[config.mk]
export PLATFORM = sky130hd
export DESIGN_NAME = hue_color_segment_column_peak_unit
export DESIGN_NICKNAME = d
export VERILOG_FILES = /design/src/hdl/hcs_pkg.sv /design/src/hdl/hcs_ctrl.sv /design/src/hdl/hcs_datapath.sv /design/src/hdl/hue_color_segment_column_peak_unit.sv
export SDC_FILE = /design/constraint.sdc
export NUM_CORES = 1
export LEC_CHECK = 0
export BUFFER_PORTS_ARGS = -buffer_cell sky130_fd_sc_hd__buf_2
export CORE_MARGIN = 2
export CORE_UTILIZATION = 54
export CTS_CLUSTER_DIAMETER = 150
export DETAILED_ROUTE_END_ITERATION = 6
export GPL_TIMING_DRIVEN = 0
export PLACE_DENSITY = 0.72
export SYNTH_ARGS = -nofsm -noshare
export SYNTH_HDL_FRONTEND = slang
export SYNTH_HIERARCHICAL = 1
export SYNTH_SLANG_ARGS = --single-unit
[constraint.sdc]
create_clock -name clk_i -period 13 [get_ports clk_i]
set_clock_uncertainty 0.05 [all_clocks]
set_input_delay 0.65 -clock clk_i [delete_from_list [all_inputs] [get_ports clk_i]]
set_output_delay 0.65 -clock clk_i [all_outputs]
set_load 0.01 [all_outputs]
[src/hdl/hcs_pkg.sv]
// Package for the hue color segment column peak unit.
// Holds the controller state type, register indexes, divider step count and command and status types.
// No dependencies.
package hcs_pkg;

  typedef enum logic [1:0] {
    ST_IDLE,
    ST_CALC,
    ST_DIV,
    ST_OUT
  } state_e;

  localparam logic [2:0] REG_HUE_LOW      = 3'd0;
  localparam logic [2:0] REG_HUE_HIGH     = 3'd1;
  localparam logic [2:0] REG_SAT_MIN      = 3'd2;
  localparam logic [2:0] REG_LIGHT_MIN    = 3'd3;
  localparam logic [2:0] REG_FRAME_WIDTH  = 3'd4;
  localparam logic [2:0] REG_FRAME_HEIGHT = 3'd5;

  localparam int unsigned DivSteps = 16;

  typedef struct packed {
    logic load;
    logic prep;
    logic step;
    logic commit;
  } cmd_t;

  typedef struct packed {
    logic div_done;
  } status_t;

endpackage

[src/hdl/hcs_ctrl.sv]
// Controller of the hue color segment column peak unit.
// Sequences load, divide and output of one item. Depends on hcs_pkg.
module hcs_ctrl (
  input  logic             clk_i,
  input  logic             rst_ni,
  input  logic             in_valid_i,
  output logic             in_ready_o,
  output logic             out_valid_o,
  input  logic             out_ready_i,
  input  hcs_pkg::status_t status_i,
  output hcs_pkg::cmd_t    cmd_o
);
  import hcs_pkg::*;

  state_e state_q, state_d;

  always_ff @(posedge clk_i or negedge rst_ni) begin
    if (!rst_ni) begin
      state_q <= ST_IDLE;
    end else begin
      state_q <= state_d;
    end
  end

  always_comb begin
    state_d = state_q;
    case (state_q)
      ST_IDLE: if (in_valid_i) state_d = ST_CALC;
      ST_CALC: state_d = ST_DIV;
      ST_DIV:  if (status_i.div_done) state_d = ST_OUT;
      ST_OUT:  if (out_ready_i) state_d = ST_IDLE;
      default: state_d = ST_IDLE;
    endcase
  end

  always_comb begin
    in_ready_o  = 1'b0;
    out_valid_o = 1'b0;
    cmd_o       = '0;
    case (state_q)
      ST_IDLE: begin
        in_ready_o = 1'b1;
        cmd_o.load = in_valid_i;
      end
      ST_CALC: cmd_o.prep = 1'b1;
      ST_DIV:  cmd_o.step = 1'b1;
      ST_OUT: begin
        out_valid_o  = 1'b1;
        cmd_o.commit = out_ready_i;
      end
      default: ;
    endcase
  end

`ifndef SYNTHESIS
  a_no_both: assert property (@(posedge clk_i) disable iff (!rst_ni)
    !(in_ready_o && out_valid_o)) else $error("ready and valid together");
  a_load_calc: assert property (@(posedge clk_i) disable iff (!rst_ni)
    cmd_o.load |=> state_q == ST_CALC) else $error("load not followed by calc");
  a_out_hold: assert property (@(posedge clk_i) disable iff (!rst_ni)
    out_valid_o && !out_ready_i |=> out_valid_o) else $error("result dropped");
`endif

endmodule

[src/hdl/hcs_datapath.sv]
// Datapath of the hue color segment column peak unit.
// Color math, two parallel restoring dividers and frame counters. Depends on hcs_pkg.
module hcs_datapath #(
  parameter int unsigned MAX_WIDTH  = 1024,
  parameter int unsigned MAX_HEIGHT = 1024
) (
  input  logic             clk_i,
  input  logic             rst_ni,
  input  hcs_pkg::cmd_t    cmd_i,
  output hcs_pkg::status_t status_o,
  input  logic             cfg_valid_i,
  input  logic [2:0]       cfg_index_i,
  input  logic [10:0]      cfg_data_i,
  input  logic [7:0]       red_i,
  input  logic [7:0]       green_i,
  input  logic [7:0]       blue_i,
  input  logic             start_of_frame_i,
  output logic [7:0]       out_red_o,
  output logic [7:0]       out_green_o,
  output logic [7:0]       out_blue_o,
  output logic             is_target_o,
  output logic             frame_done_o,
  output logic [9:0]       best_column_o,
  output logic [10:0]      best_column_count_o,
  output logic [20:0]      target_count_o,
  output logic             found_o
);
  import hcs_pkg::*;

  localparam int WW = $clog2(MAX_WIDTH);
  localparam int HW = $clog2(MAX_HEIGHT);

  logic [7:0]  hue_low_q, hue_high_q;
  logic [6:0]  sat_min_q, light_min_q;
  logic [10:0] width_q, height_q;

  always_ff @(posedge clk_i or negedge rst_ni) begin
    if (!rst_ni) begin
      hue_low_q   <= 8'd10;
      hue_high_q  <= 8'd80;
      sat_min_q   <= 7'd20;
      light_min_q <= 7'd20;
      width_q     <= 11'd320;
      height_q    <= 11'd240;
    end else if (cfg_valid_i) begin
      case (cfg_index_i)
        REG_HUE_LOW:      hue_low_q   <= cfg_data_i[7:0];
        REG_HUE_HIGH:     hue_high_q  <= cfg_data_i[7:0];
        REG_SAT_MIN:      sat_min_q   <= cfg_data_i[6:0];
        REG_LIGHT_MIN:    light_min_q <= cfg_data_i[6:0];
        REG_FRAME_WIDTH:  width_q     <= cfg_data_i;
        REG_FRAME_HEIGHT: height_q    <= cfg_data_i;
        default: ;
      endcase
    end
  end

  // Pixel registers and derived values.
  logic [7:0] r_q, g_q, b_q;
  logic       sof_q;
  logic [7:0] mx, mn;
  logic [8:0] sum;
  logic [7:0] delta;
  logic       grey;
  logic [7:0] hbase;
  logic       hneg;
  logic [7:0] hdiff;
  logic [26:0] lmul;

  always_ff @(posedge clk_i) begin
    if (cmd_i.load) begin
      r_q   <= red_i;
      g_q   <= green_i;
      b_q   <= blue_i;
      sof_q <= start_of_frame_i;
    end
  end

  always_comb begin
    mx = (r_q > g_q) ? r_q : g_q;
    mx = (mx > b_q) ? mx : b_q;
    mn = (r_q < g_q) ? r_q : g_q;
    mn = (mn < b_q) ? mn : b_q;
    sum   = {1'b0, mx} + {1'b0, mn};
    delta = mx - mn;
    grey  = ({delta, 1'b0} <= {1'b0, mx});
    // Lightness is 10 * sum / 51, taken as a scaled reciprocal product.
    lmul  = 27'(sum) * 27'd205610;
    if (r_q == mx) begin
      hbase = 8'd42;
      hneg  = g_q < b_q;
      hdiff = hneg ? b_q - g_q : g_q - b_q;
    end else if (g_q == mx) begin
      hbase = 8'd126;
      hneg  = b_q < r_q;
      hdiff = hneg ? r_q - b_q : b_q - r_q;
    end else begin
      hbase = 8'd210;
      hneg  = r_q < g_q;
      hdiff = hneg ? g_q - r_q : r_q - g_q;
    end
  end

  // Two restoring divisions run side by side, one quotient bit per cycle.
  logic [15:0] hn_q, sn_q;
  logic [8:0]  hd_q, sd_q;
  logic [15:0] hq_q, sq_q;
  logic [6:0]  lq_q;
  logic [16:0] hr_q, sr_q;
  logic [4:0]  cnt_q;
  logic [7:0]  hbase_q;
  logic        hneg_q, grey_q, sz_q;
  logic [16:0] hr_t, sr_t;

  always_comb begin
    hr_t = {hr_q[15:0], hn_q[15]};
    sr_t = {sr_q[15:0], sn_q[15]};
  end

  always_ff @(posedge clk_i or negedge rst_ni) begin
    if (!rst_ni) begin
      cnt_q <= '0;
    end else if (cmd_i.prep) begin
      cnt_q <= 5'(DivSteps);
    end else if (cmd_i.step && cnt_q != 5'd0) begin
      cnt_q <= cnt_q - 5'd1;
    end
  end

  always_ff @(posedge clk_i) begin
    if (cmd_i.prep) begin
      hn_q    <= 16'(hdiff) * 16'd42;
      hd_q    <= {1'b0, delta};
      sn_q    <= 16'(delta) * 16'd100;
      sd_q    <= (sum < 9'd255) ? sum : 9'd510 - sum;
      lq_q    <= lmul[26:20];
      hr_q    <= '0;
      sr_q    <= '0;
      hbase_q <= hbase;
      hneg_q  <= hneg;
      grey_q  <= grey;
      sz_q    <= (sum == 9'd0) || (sum == 9'd510);
    end else if (cmd_i.step && cnt_q != 5'd0) begin
      hn_q <= {hn_q[14:0], 1'b0};
      sn_q <= {sn_q[14:0], 1'b0};
      if (hr_t >= 17'(hd_q)) begin
        hr_q <= hr_t - 17'(hd_q);
        hq_q <= {hq_q[14:0], 1'b1};
      end else begin
        hr_q <= hr_t;
        hq_q <= {hq_q[14:0], 1'b0};
      end
      if (sr_t >= 17'(sd_q)) begin
        sr_q <= sr_t - 17'(sd_q);
        sq_q <= {sq_q[14:0], 1'b1};
      end else begin
        sr_q <= sr_t;
        sq_q <= {sq_q[14:0], 1'b0};
      end
    end
  end

  assign status_o.div_done = cmd_i.step && (cnt_q == 5'd0);

  // Classification and frame bookkeeping, committed on result hand-off.
  logic [7:0]  hue, sat, light;
  logic        match, target, done;
  logic [10:0] w_c, h_c;
  logic [HW-1:0]  row_q, row_b;
  logic [WW-1:0]  col_q, col_b;
  logic [10:0] chits_q, chits_b, chits_n, best_q, best_b, best_n;
  logic [WW-1:0]  bidx_q, bidx_b, bidx_n;
  logic [20:0] fhits_q, fhits_b, fhits_n;
  logic        any_q, any_b, any_n;
  logic        row_end, col_end;

  always_comb begin
    if (grey_q) hue = 8'd0;
    else if (hneg_q) hue = hbase_q - hq_q[7:0];
    else hue = hbase_q + hq_q[7:0];
    sat   = sz_q ? 8'd0 : sq_q[7:0];
    light = {1'b0, lq_q};
    match = (hue > hue_low_q) && (hue < hue_high_q) &&
            (light > {1'b0, light_min_q}) && (sat > {1'b0, sat_min_q});
    target = match || (r_q == 8'hFF);

    w_c = (width_q == 11'd0) ? 11'd1 :
          ({21'd0, width_q} > 32'(MAX_WIDTH)) ? 11'(MAX_WIDTH) : width_q;
    h_c = (height_q == 11'd0) ? 11'd1 :
          ({21'd0, height_q} > 32'(MAX_HEIGHT)) ? 11'(MAX_HEIGHT) : height_q;

    row_b   = sof_q ? '0 : row_q;
    col_b   = sof_q ? '0 : col_q;
    chits_b = sof_q ? '0 : chits_q;
    best_b  = sof_q ? '0 : best_q;
    bidx_b  = sof_q ? '0 : bidx_q;
    fhits_b = sof_q ? '0 : fhits_q;
    any_b   = sof_q ? 1'b0 : any_q;

    chits_n = chits_b;
    fhits_n = fhits_b;
    any_n   = any_b;
    best_n  = best_b;
    bidx_n  = bidx_b;
    if (target) begin
      if (chits_b != 11'h7FF) chits_n = chits_b + 11'd1;
      if (fhits_b != 21'h1FFFFF) fhits_n = fhits_b + 21'd1;
      any_n = 1'b1;
      if (chits_n > best_b) begin
        best_n = chits_n;
        bidx_n = col_b;
      end
    end
    row_end = (32'(row_b) + 32'd1) >= 32'(h_c);
    col_end = (32'(col_b) + 32'd1) >= 32'(w_c);
    done    = row_end && col_end;
  end

  always_ff @(posedge clk_i or negedge rst_ni) begin
    if (!rst_ni) begin
      row_q   <= '0;
      col_q   <= '0;
      chits_q <= '0;
      best_q  <= '0;
      bidx_q  <= '0;
      fhits_q <= '0;
      any_q   <= 1'b0;
    end else if (cmd_i.commit) begin
      if (done) begin
        row_q   <= '0;
        col_q   <= '0;
        chits_q <= '0;
        best_q  <= '0;
        bidx_q  <= '0;
        fhits_q <= '0;
        any_q   <= 1'b0;
      end else begin
        best_q  <= best_n;
        bidx_q  <= bidx_n;
        fhits_q <= fhits_n;
        any_q   <= any_n;
        if (row_end) begin
          row_q   <= '0;
          chits_q <= '0;
          col_q   <= col_b + WW'(1);
        end else begin
          row_q   <= row_b + HW'(1);
          chits_q <= chits_n;
          col_q   <= col_b;
        end
      end
    end
  end

  assign out_red_o           = match ? 8'hFF : r_q;
  assign out_green_o         = match ? 8'h00 : g_q;
  assign out_blue_o          = match ? 8'h00 : b_q;
  assign is_target_o         = target;
  assign frame_done_o        = done;
  assign best_column_o       = done ? 10'(bidx_n) : 10'd0;
  assign best_column_count_o = done ? best_n : 11'd0;
  assign target_count_o      = done ? fhits_n : 21'd0;
  assign found_o             = done ? any_n : 1'b0;

`ifndef SYNTHESIS
  a_best_le_frame: assert property (@(posedge clk_i) disable iff (!rst_ni)
    32'(best_q) <= 32'(fhits_q)) else $error("best column above frame total");
  a_any_hits: assert property (@(posedge clk_i) disable iff (!rst_ni)
    any_q == (fhits_q != 21'd0)) else $error("hit flag disagrees with count");
  a_cnt_start: assert property (@(posedge clk_i) disable iff (!rst_ni)
    cmd_i.prep |=> cnt_q == 5'(DivSteps)) else $error("divider not started");
`endif

endmodule

[src/hdl/hue_color_segment_column_peak_unit.sv]
// Top level of the hue color segment column peak unit; uses hcs_ctrl, hcs_datapath, hcs_pkg.
// After an item is accepted, a setup state loads the operands of the bit-serial divider, which
// then forms the 16 quotient bits and takes one finishing step before the result is valid.
// The result is held until taken and the next item can be accepted the cycle after; no new
// item is taken while one is still in progress.
// Reset is asynchronous active low and restores register defaults and counts.
module hue_color_segment_column_peak_unit #(
  parameter int unsigned MAX_WIDTH  = 1024,
  parameter int unsigned MAX_HEIGHT = 1024
) (
  input  logic        clk_i,
  input  logic        rst_ni,
  input  logic        in_valid_i,
  output logic        in_ready_o,
  input  logic [7:0]  red_i,
  input  logic [7:0]  green_i,
  input  logic [7:0]  blue_i,
  input  logic        start_of_frame_i,
  output logic        out_valid_o,
  input  logic        out_ready_i,
  output logic [7:0]  out_red_o,
  output logic [7:0]  out_green_o,
  output logic [7:0]  out_blue_o,
  output logic        is_target_o,
  output logic        frame_done_o,
  output logic [9:0]  best_column_o,
  output logic [10:0] best_column_count_o,
  output logic [20:0] target_count_o,
  output logic        found_o,
  input  logic        cfg_valid_i,
  output logic        cfg_ready_o,
  input  logic [2:0]  cfg_index_i,
  input  logic [10:0] cfg_data_i
);
  import hcs_pkg::*;

  cmd_t    cmd;
  status_t status;

  assign cfg_ready_o = 1'b1;

  hcs_ctrl u_ctrl (
    .clk_i, .rst_ni, .in_valid_i, .in_ready_o, .out_valid_o, .out_ready_i,
    .status_i(status), .cmd_o(cmd)
  );

  hcs_datapath #(.MAX_WIDTH(MAX_WIDTH), .MAX_HEIGHT(MAX_HEIGHT)) u_dp (
    .clk_i, .rst_ni, .cmd_i(cmd), .status_o(status),
    .cfg_valid_i, .cfg_index_i, .cfg_data_i,
    .red_i, .green_i, .blue_i, .start_of_frame_i,
    .out_red_o, .out_green_o, .out_blue_o, .is_target_o, .frame_done_o,
    .best_column_o, .best_column_count_o, .target_count_o, .found_o
  );

endmodule

==> results of run 1 <==
==> final cells by class <==
type	count	area, sq um	share of cell area (%)
Tap cell	525	657	2.70
Timing Repair Buffer	116	614	2.53
Clock buffer	46	1020	4.20
Inverter	245	920	3.78
Multi-Input combinational cell	1751	13600	56.0
Buffer	79	329	1.35
Clock inverter	16	186	0.767
Sequential cell	265	6960	28.6
==> worst register-to-register path: cells and delay by family (launching register included) <==
family	cells	cell delay, ns
simple gates	7	0.86
xor+xnor	2	0.88
flops	1	0.62
buf+inv	8	1.98
compound gates	17	3.53
fa+ha+maj	7	2.98
==> how the worst max path moves through the flow <==
stage	to
final	u_dp/lq_q[6]
after global routing	u_dp/lq_q[6]
after CTS	u_dp/lq_q[6]
after detailed placement	u_dp/lq_q[6]
after global placement	u_dp/lq_q[6]
after floorplan	u_dp/lq_q[6]
==> synthesized netlist by cell type, types with 5 or more instances <==
cell type                   count  share of area, %
sky130_fd_sc_hd__ha_1         304                17
sky130_fd_sc_hd__inv_1        241               4.1
sky130_fd_sc_hd__nand2_1      186               3.2
sky130_fd_sc_hd__nor2_1       165               2.8
sky130_fd_sc_hd__a21oi_1      122               2.8
sky130_fd_sc_hd__dfrtp_1      119                14
sky130_fd_sc_hd__o21ai_0      113               2.6
sky130_fd_sc_hd__xnor2_1       99               4.0
sky130_fd_sc_hd__edfxtp_1      97                13
sky130_fd_sc_hd__mux2_2        73               3.8
sky130_fd_sc_hd__clkbuf_1      54              0.93
sky130_fd_sc_hd__nor2b_1       50               1.4
sky130_fd_sc_hd__a22o_1        49               2.0
sky130_fd_sc_hd__mux2i_1       47               2.2
sky130_fd_sc_hd__a21o_1        46               1.6
sky130_fd_sc_hd__nand3_1       40              0.92
sky130_fd_sc_hd__fa_1          39               3.6
sky130_fd_sc_hd__nor3_1        39              0.89
sky130_fd_sc_hd__xor2_1        38               1.5
sky130_fd_sc_hd__dfxtp_1       35               3.2
sky130_fd_sc_hd__nand4_1       29              0.83
sky130_fd_sc_hd__a211oi_1      25              0.86
sky130_fd_sc_hd__a31oi_1       23              0.66
sky130_fd_sc_hd__and3_1        20              0.57
sky130_fd_sc_hd__nor4_1        18              0.52
sky130_fd_sc_hd__o21a_1        18              0.62
sky130_fd_sc_hd__or2_2         18              0.52
sky130_fd_sc_hd__o21bai_1      17              0.58
sky130_fd_sc_hd__nand2b_1      15              0.43
sky130_fd_sc_hd__o22ai_1       15              0.43
sky130_fd_sc_hd__and2_1        14              0.40
sky130_fd_sc_hd__buf_2         14              0.32
sky130_fd_sc_hd__dfstp_2       14               1.7
sky130_fd_sc_hd__a21boi_0      11              0.38
sky130_fd_sc_hd__o2bb2ai_1     10              0.40
sky130_fd_sc_hd__o211ai_1       9              0.31
sky130_fd_sc_hd__a221oi_1       8              0.32
sky130_fd_sc_hd__buf_1          8              0.14
sky130_fd_sc_hd__or3_1          7              0.20
sky130_fd_sc_hd__a311oi_1       6              0.24
sky130_fd_sc_hd__nor4_2         5              0.29
sky130_fd_sc_hd__or4_1          5              0.17
==> per-layer routing <==
layer | GRT usage, % | vias to the layer above
li1 | - | 8568
met1 | 36.3 | 8548
met2 | 44.6 | 572
met3 | 3.90 | 118
met4 | 8.89 | 0
met5 | 0 | -
==> kinds of logic after synthesis <==
| kind of cell | after synthesis |
|---|---|
| XOR/XNOR | 137 |
| AO/OA/AOI/OAI | 516 |
| buffers and inverters | 324 |
| other | 1 |
| flip-flops | 265 |
| multiplexers | 124 |
| AND/OR/NAND/NOR | 630 |
| adder cells (fa/ha/maj) | 343 |
==> registers in the layout, indices dropped and copies added, names as in the netlist, 7 cells and up <==
name,count
u_dp/hr_q,16
u_dp/sr_q,16
u_dp/width_q,11
u_dp/sn_q,14
u_dp/g_q,8
u_dp/bidx_q,10
u_dp/fhits_q,21
u_dp/height_q,11
u_dp/b_q,8
u_dp/row_q,10
u_dp/hn_q,15
u_dp/hq_q,8
u_dp/best_q,11
u_dp/hue_low_q,8
u_dp/col_q,10
u_dp/hd_q,8
u_dp/sq_q,8
u_dp/light_min_q,7
u_dp/sd_q,8
u_dp/r_q,8
u_dp/sat_min_q,7
u_dp/lq_q,7
u_dp/hue_high_q,8
u_dp/chits_q,11
==> through the flow <==
step	area (sq um)	std cells
2_1_floorplan	21800	2340
3_3_place_gp	23100	2979
3_5_place_dp	23100	2980
4_1_cts	24300	3043
5_1_grt	24300	3043
6_report	24300	3043
==> what timing repair did <==
item / 4_1_cts / 5_1_grt
hold buffers: 1 / 0
endpoints found under the hold margin: 34 / 0
gates resized for setup: 0 / 0
==> results.yml, run 1 <==
logic_synthesis:
  post_synth_and_or_nand_nor_area_fraction_pct: 14.1
  synth.net_count: 2727
  post_synth_num_cell_types: 85
  postSynthCellCount: 2340
  synth_xor_xnor_area_share_pct: 5.50
  synth_area_sq_um: 21800
  synthesis.yosys.warnings: 6
  area_fraction_in_compound_gates_after_synthesis_pct: 15.6
  ys_seq_elements: 265
  syn_avg_cell_area_sq_um: 9.33
  largest_family_of_logic_cells_by_synthesized_area: "adder cells"
  synth_sequential_area_ratio_pct: 31.9
  dominantRegCellSynth: "sky130_fd_sc_hd__dfrtp_1"
  number_of_synthesized_flops_with_an_enable_pin: 97
  synthAdderAreaFrac_pct: 21.0
  yosys-mux-area-fraction_pct: 6.15
  async_flop_share_pct: 50.2
timing:
  tns_ns: 0
  layout_worst_path_cycle_share_pct: 85.5
  period_needed_ns: 11.12
  relSlewSlack_pct: 11.3
  timing.final.setup_violations: 0
  final_critical_path_setup_slack_ns: 1.88
  worst_pin_slew_ns: 1.33
  achievable-frequency_ghz: 0.0899
  fin_worst_hold_slack_ns: 0.233
  drv_slew: 0
  hold_viol_final: 0
  unrepaired_setup_endpoints_after_global_routing: "false"
layout:
  drive_above_1_share_pct: 12.4
  layout.cells.most_common_list: "sky130_fd_sc_hd__ha_1, sky130_fd_sc_hd__inv_1, sky130_fd_sc_hd__nand2_1"
  finalNetCount: 2879
  n_fill_cell: 3422
  post_synthesis_to_final_layout_area_growth_pct: 11.4
  postLayoutCoreUtil_pct: 61.0
  antennaDiodeCount: 0
  mostFrequentLayoutCell: "sky130_fd_sc_hd__ha_1"
cts:
  cts.sink_count: 265
  worst_setup_hold_path_clk_slew_ns: 0.06
  cts-root-to-sink-buffers: 3
  postCtsSetupRepairBufs: 0
  numCtsBuffers: 34
  tritoncts: "done"
  worst_skew_pair.late_latency_ns: 0.56
  cts-root-buf: "sky130_fd_sc_hd__clkbuf_16"
  clock_tree.htree_level_count: 2
worst_hold_path:
  cells_on_worst_hold_path: 1
  hold_class: "in2reg"
  timing.hold.worst.start: "green_i[6]"
  timing.hold.worst_endpoint: "u_dp/g_q[6]"
worst_setup_path:
  critPathLaunch: "u_dp/g_q[1]"
  worst_r2r_startpoint: "u_dp/g_q[1]"
  critical_path_cell_count: 41
  crit_top_cell: "sky130_fd_sc_hd__a21oi_1"
  worst-r2r-setup-slack_ns: 1.88
  critical_path.top_delay_family: "compound AO/OA/AOI/OAI gates"
  worst-endpoint-required_ns: 13.29
  critPathCaptureType: "flop"
  path_class: "reg2reg"
  worst_r2r_endpoint: "u_dp/lq_q[6]"
  startpoint_type: "flop"
  timing.reg2reg.worst_path_depth: 41
  timing.critical_path.arrival_ns: 11.41
  critPathMaxStageDelay_ns: 0.67
  critPathBufInv: 8
  worstPathMaxFanout: 10
  critical-path-slowest-cell: "sky130_fd_sc_hd__xnor2_1"
global_route:
  largest_net_degree_at_the_start_of_global_routing: 100
  grtUsageTotal_pct: 27.0
  grt_pass1_vias: 17600
  grt_pass1_wl_mm: 90.9
  antenna_found_initial: 1
  globalRoute.totalOverflow: 0
route:
  ant_nets: 0
  detail_route.wl_per_cell_microns: 18.5
  drt_first_pass_iters: 5
  met2_wirelength_mm: 26.2
  highest-signal-layer: "met4"
  routed_wl_mm: 56.4
  met3_wirelength_mm: 3.21
  drtIter0Drc: 1516
  vias: 17800
  route.layer.met1.wl_mm: 25.3
  drc_violation_count_after_routing: 0
  routed_via_density: 5.85
floorplanning:
  effective_utilization_at_floorplan_pct: 54.8
  placementRows: 73
  chipWidth_microns: 205
  io-pin-count: 116
  design.die.area_sq_um: 42000
  floorplan.core_area_sq_um: 39800
  die_height_microns: 205
place:
  dp_hpwl_mm: 42.1
  dp_worst_setup_slack_ns: 2.02
  buffer_ports.inserted: 114
  gp_congestion: 0.951
outcome:
  outcome: "finished clean"
run:
  timing.max_cap.violations: 0
Power of run 1 is not shown: default switching activity piles up to over one toggle a cycle in this logic, so the estimate is an artifact.
==> inputs of run 2 (changes only) <==
- SYNTH_HIERARCHICAL: 1 -> unset
==> run 2 against run 1 <==
Routed wire length increased by 6.2%; area after synthesis increased by 2.0%; critical endpoint is now u_dp.lq_q[6]; non-clock buffer count decreased by 2; highest routed layer unchanged.
==> results.yml, run 2 <==
worst_setup_path:
  worst-endpoint-required_ns: 13.24
  critPathLaunch: "u_dp.g_q[5]"
  worstPathMaxFanout: 10
  startpoint_type: "flop"
  worst_r2r_startpoint: "u_dp.g_q[5]"
  critPathCaptureType: "flop"
  critical-path-slowest-cell: "sky130_fd_sc_hd__xnor2_1"
  timing.critical_path.arrival_ns: 12.00
  path_class: "reg2reg"
  critPathMaxStageDelay_ns: 0.78
route:
  drtIter0Drc: 1504
  drt_first_pass_iters: 6
  routed_wl_mm: 59.8
  ant_nets: 0
  routed_via_density: 5.95
  drc_violation_count_after_routing: 0
  detail_route.wl_per_cell_microns: 18.9
  vias: 18900
global_route:
  grt_pass1_wl_mm: 97.6
  globalRoute.totalOverflow: 0
  grtUsageTotal_pct: 27.7
  antenna_found_initial: 0
  grt_pass1_vias: 19100
  largest_net_degree_at_the_start_of_global_routing: 72
place:
  dp_hpwl_mm: 45.2
  gp_congestion: 0.932
  buffer_ports.inserted: 114
  dp_cells: 3106
logic_synthesis:
  synth_area_sq_um: 22300
  yosys-top-cells-count: "sky130_fd_sc_hd__ha_1, sky130_fd_sc_hd__inv_1, sky130_fd_sc_hd__nor2_1"
  post-synth-top-area-fraction_pct: 17.0
  syn_avg_cell_area_sq_um: 9.05
  number_of_synthesized_flops_with_an_enable_pin: 97
  post_synth_num_cell_types: 90
  dominantRegCellSynth: "sky130_fd_sc_hd__dfrtp_1"
  synth_largest_area_cell: "sky130_fd_sc_hd__ha_1"
  async_flop_share_pct: 50.2
  ys_seq_elements: 265
  synthesis.yosys.warnings: 0
  synth_sequential_area_ratio_pct: 31.3
  most_common_cell_in_the_synthesized_netlist: "sky130_fd_sc_hd__ha_1"
  synth.net_count: 2845
  postSynthCellCount: 2459
  post_synth_main_area_contributors: "sky130_fd_sc_hd__ha_1, sky130_fd_sc_hd__dfrtp_1, sky130_fd_sc_hd__edfxtp_1"
timing:
  drv_slew: 0
  layout_worst_path_cycle_share_pct: 90.4
  unrepaired_setup_endpoints_after_global_routing: "false"
  timing.final.setup_violations: 0
  tns_ns: 0
  period_needed_ns: 11.75
  relSlewSlack_pct: 13.2
  hold_viol_final: 0
  achievable-frequency_ghz: 0.0851
  fin_worst_hold_slack_ns: 0.0411
  worst_pin_slew_ns: 1.29
cts:
  tritoncts: "done"
  worst_skew_pair.late_latency_ns: 0.55
  cts.sink_count: 265
  cts-root-buf: "sky130_fd_sc_hd__clkbuf_16"
  worst_setup_hold_path_clk_slew_ns: 0.06
  cts.hold.buffers_added: 0
  clock_tree.htree_level_count: 2
  post_cts.resized_instances: 0
  numCtsBuffers: 34
  cts-root-to-sink-buffers: 3
  postCtsSetupRepairBufs: 0
floorplanning:
  design.die.area_sq_um: 42900
  effective_utilization_at_floorplan_pct: 54.6
  io-pin-count: 116
  die_height_microns: 207
  chipWidth_microns: 207
  placementRows: 74
  floorplan.core_area_sq_um: 40700
layout:
  finalNetCount: 2996
  largest_register: "u_dp.fhits_q"
  antennaDiodeCount: 0
  final-instance-count-excl-fill: 3168
  layout.cells.most_common_list: "sky130_fd_sc_hd__ha_1, sky130_fd_sc_hd__inv_1, sky130_fd_sc_hd__nor2_1"
  largest_reg_flops: 21
  drive_above_1_share_pct: 11.9
  mostFrequentLayoutCell: "sky130_fd_sc_hd__ha_1"
  post_synthesis_to_final_layout_area_growth_pct: 10.9
  largest_registers: "u_dp.fhits_q: 21 flops, u_dp.hr_q: 16 flops, u_dp.sr_q: 16 flops"
run:
  timing.max_cap.violations: 0
outcome:
  outcome: "finished clean"
worst_hold_path:
  hold_class: "in2async"
## run 2: cell count changes in the layout (fill, tap and decap cells not counted), moves of 11 or more
cell | before | now
sky130_fd_sc_hd__or3_1 | 7 | 25
sky130_fd_sc_hd__nor2_1 | 165 | 196
sky130_fd_sc_hd__nor3_1 | 39 | 51
sky130_fd_sc_hd__o21a_1 | 18 | 29
sky130_fd_sc_hd__nand3_1 | 40 | 58
sky130_fd_sc_hd__a21o_1 | 46 | 33
sky130_fd_sc_hd__a21oi_1 | 122 | 137
sky130_fd_sc_hd__o21ai_1 | 4 | 34
sky130_fd_sc_hd__mux2_2 | 73 | 60
sky130_fd_sc_hd__o21ai_0 | 113 | 132
sky130_fd_sc_hd__o211ai_1 | 9 | 21
## run 2: final timing paths
kind | endpoint | slack, ns | depth (start not counted)
max in group asynchronous | u_dp.height_q[7] | 12.00 | 2
setup / recovery | u_dp.lq_q[6] | 1.25 | 42
hold / removal | u_dp.bidx_q[6] | 0.04 | 1
hold reg to reg | u_dp.sq_q[2] | 0.39 | 0
min in group clk_i | u_dp.r_q[4] | 0.22 | 1
setup reg to reg | u_dp.lq_q[6] | 1.25 | 42
## run 2: final cells by class
| class | count | area (sq um) |
|---|---|---|
| buffer | 78 | 339 |
| sequential | 265 | 6960 |
| fill | 3492 | 16100 |
| timing repair buffer | 115 | 604 |
| clock buffer | 48 | 1010 |
| tap | 532 | 666 |
| clock inverter | 14 | 155 |
| multi-input combinational | 1867 | 14000 |
| inverter | 249 | 935 |
## run 2: metal layers
metal	GRT usage (%)	vias up	wire [microns]
li1	-	8993	-
met1	34.9	9100	25100
met2	47.9	609	29100
met3	3.43	157	3320
met4	11.9	0	2370
met5	0	-	0
## run 2: critical path, delay by kind of cell, from the launching register on
kind            cells  cell delay [ns]
compound gates     19             4.59
xor+xnor            2             0.85
fa+ha+maj           7             2.85
buf+inv             7             1.47
flops               1             0.63
simple gates        7             1.03
## run 2: cell families (layout without fill, tap and decap cells)
group / after synthesis / after routing / share of synthesized area (%)
flops: 265 / 265 / 31.3
buf+inv: 327 / 504 / 5.72
fa+ha+maj: 342 / 342 / 20.5
simple gates: 710 / 710 / 15.4
mux: 105 / 105 / 5.06
xor+xnor: 135 / 135 / 5.31
other cells: 1 / 1 / 0.0169
compound gates: 574 / 574 / 16.7
## run 2: per-stage QoR
| stage | setup WS [ns] | utilization (%) | area (sq um) |
|---|---|---|---|
| 2_1_floorplan | 3.58 | - | 22300 |
| 3_3_place_gp | 1.55 | 57.7 | 23500 |
| 3_5_place_dp | 1.32 | 57.7 | 23500 |
| 4_1_cts | 1.27 | 60.6 | 24700 |
| 5_1_grt | 0.146 | 60.6 | 24700 |
| 6_report | 1.25 | 60.6 | 24700 |
Power of run 2 is left out for the same reason.
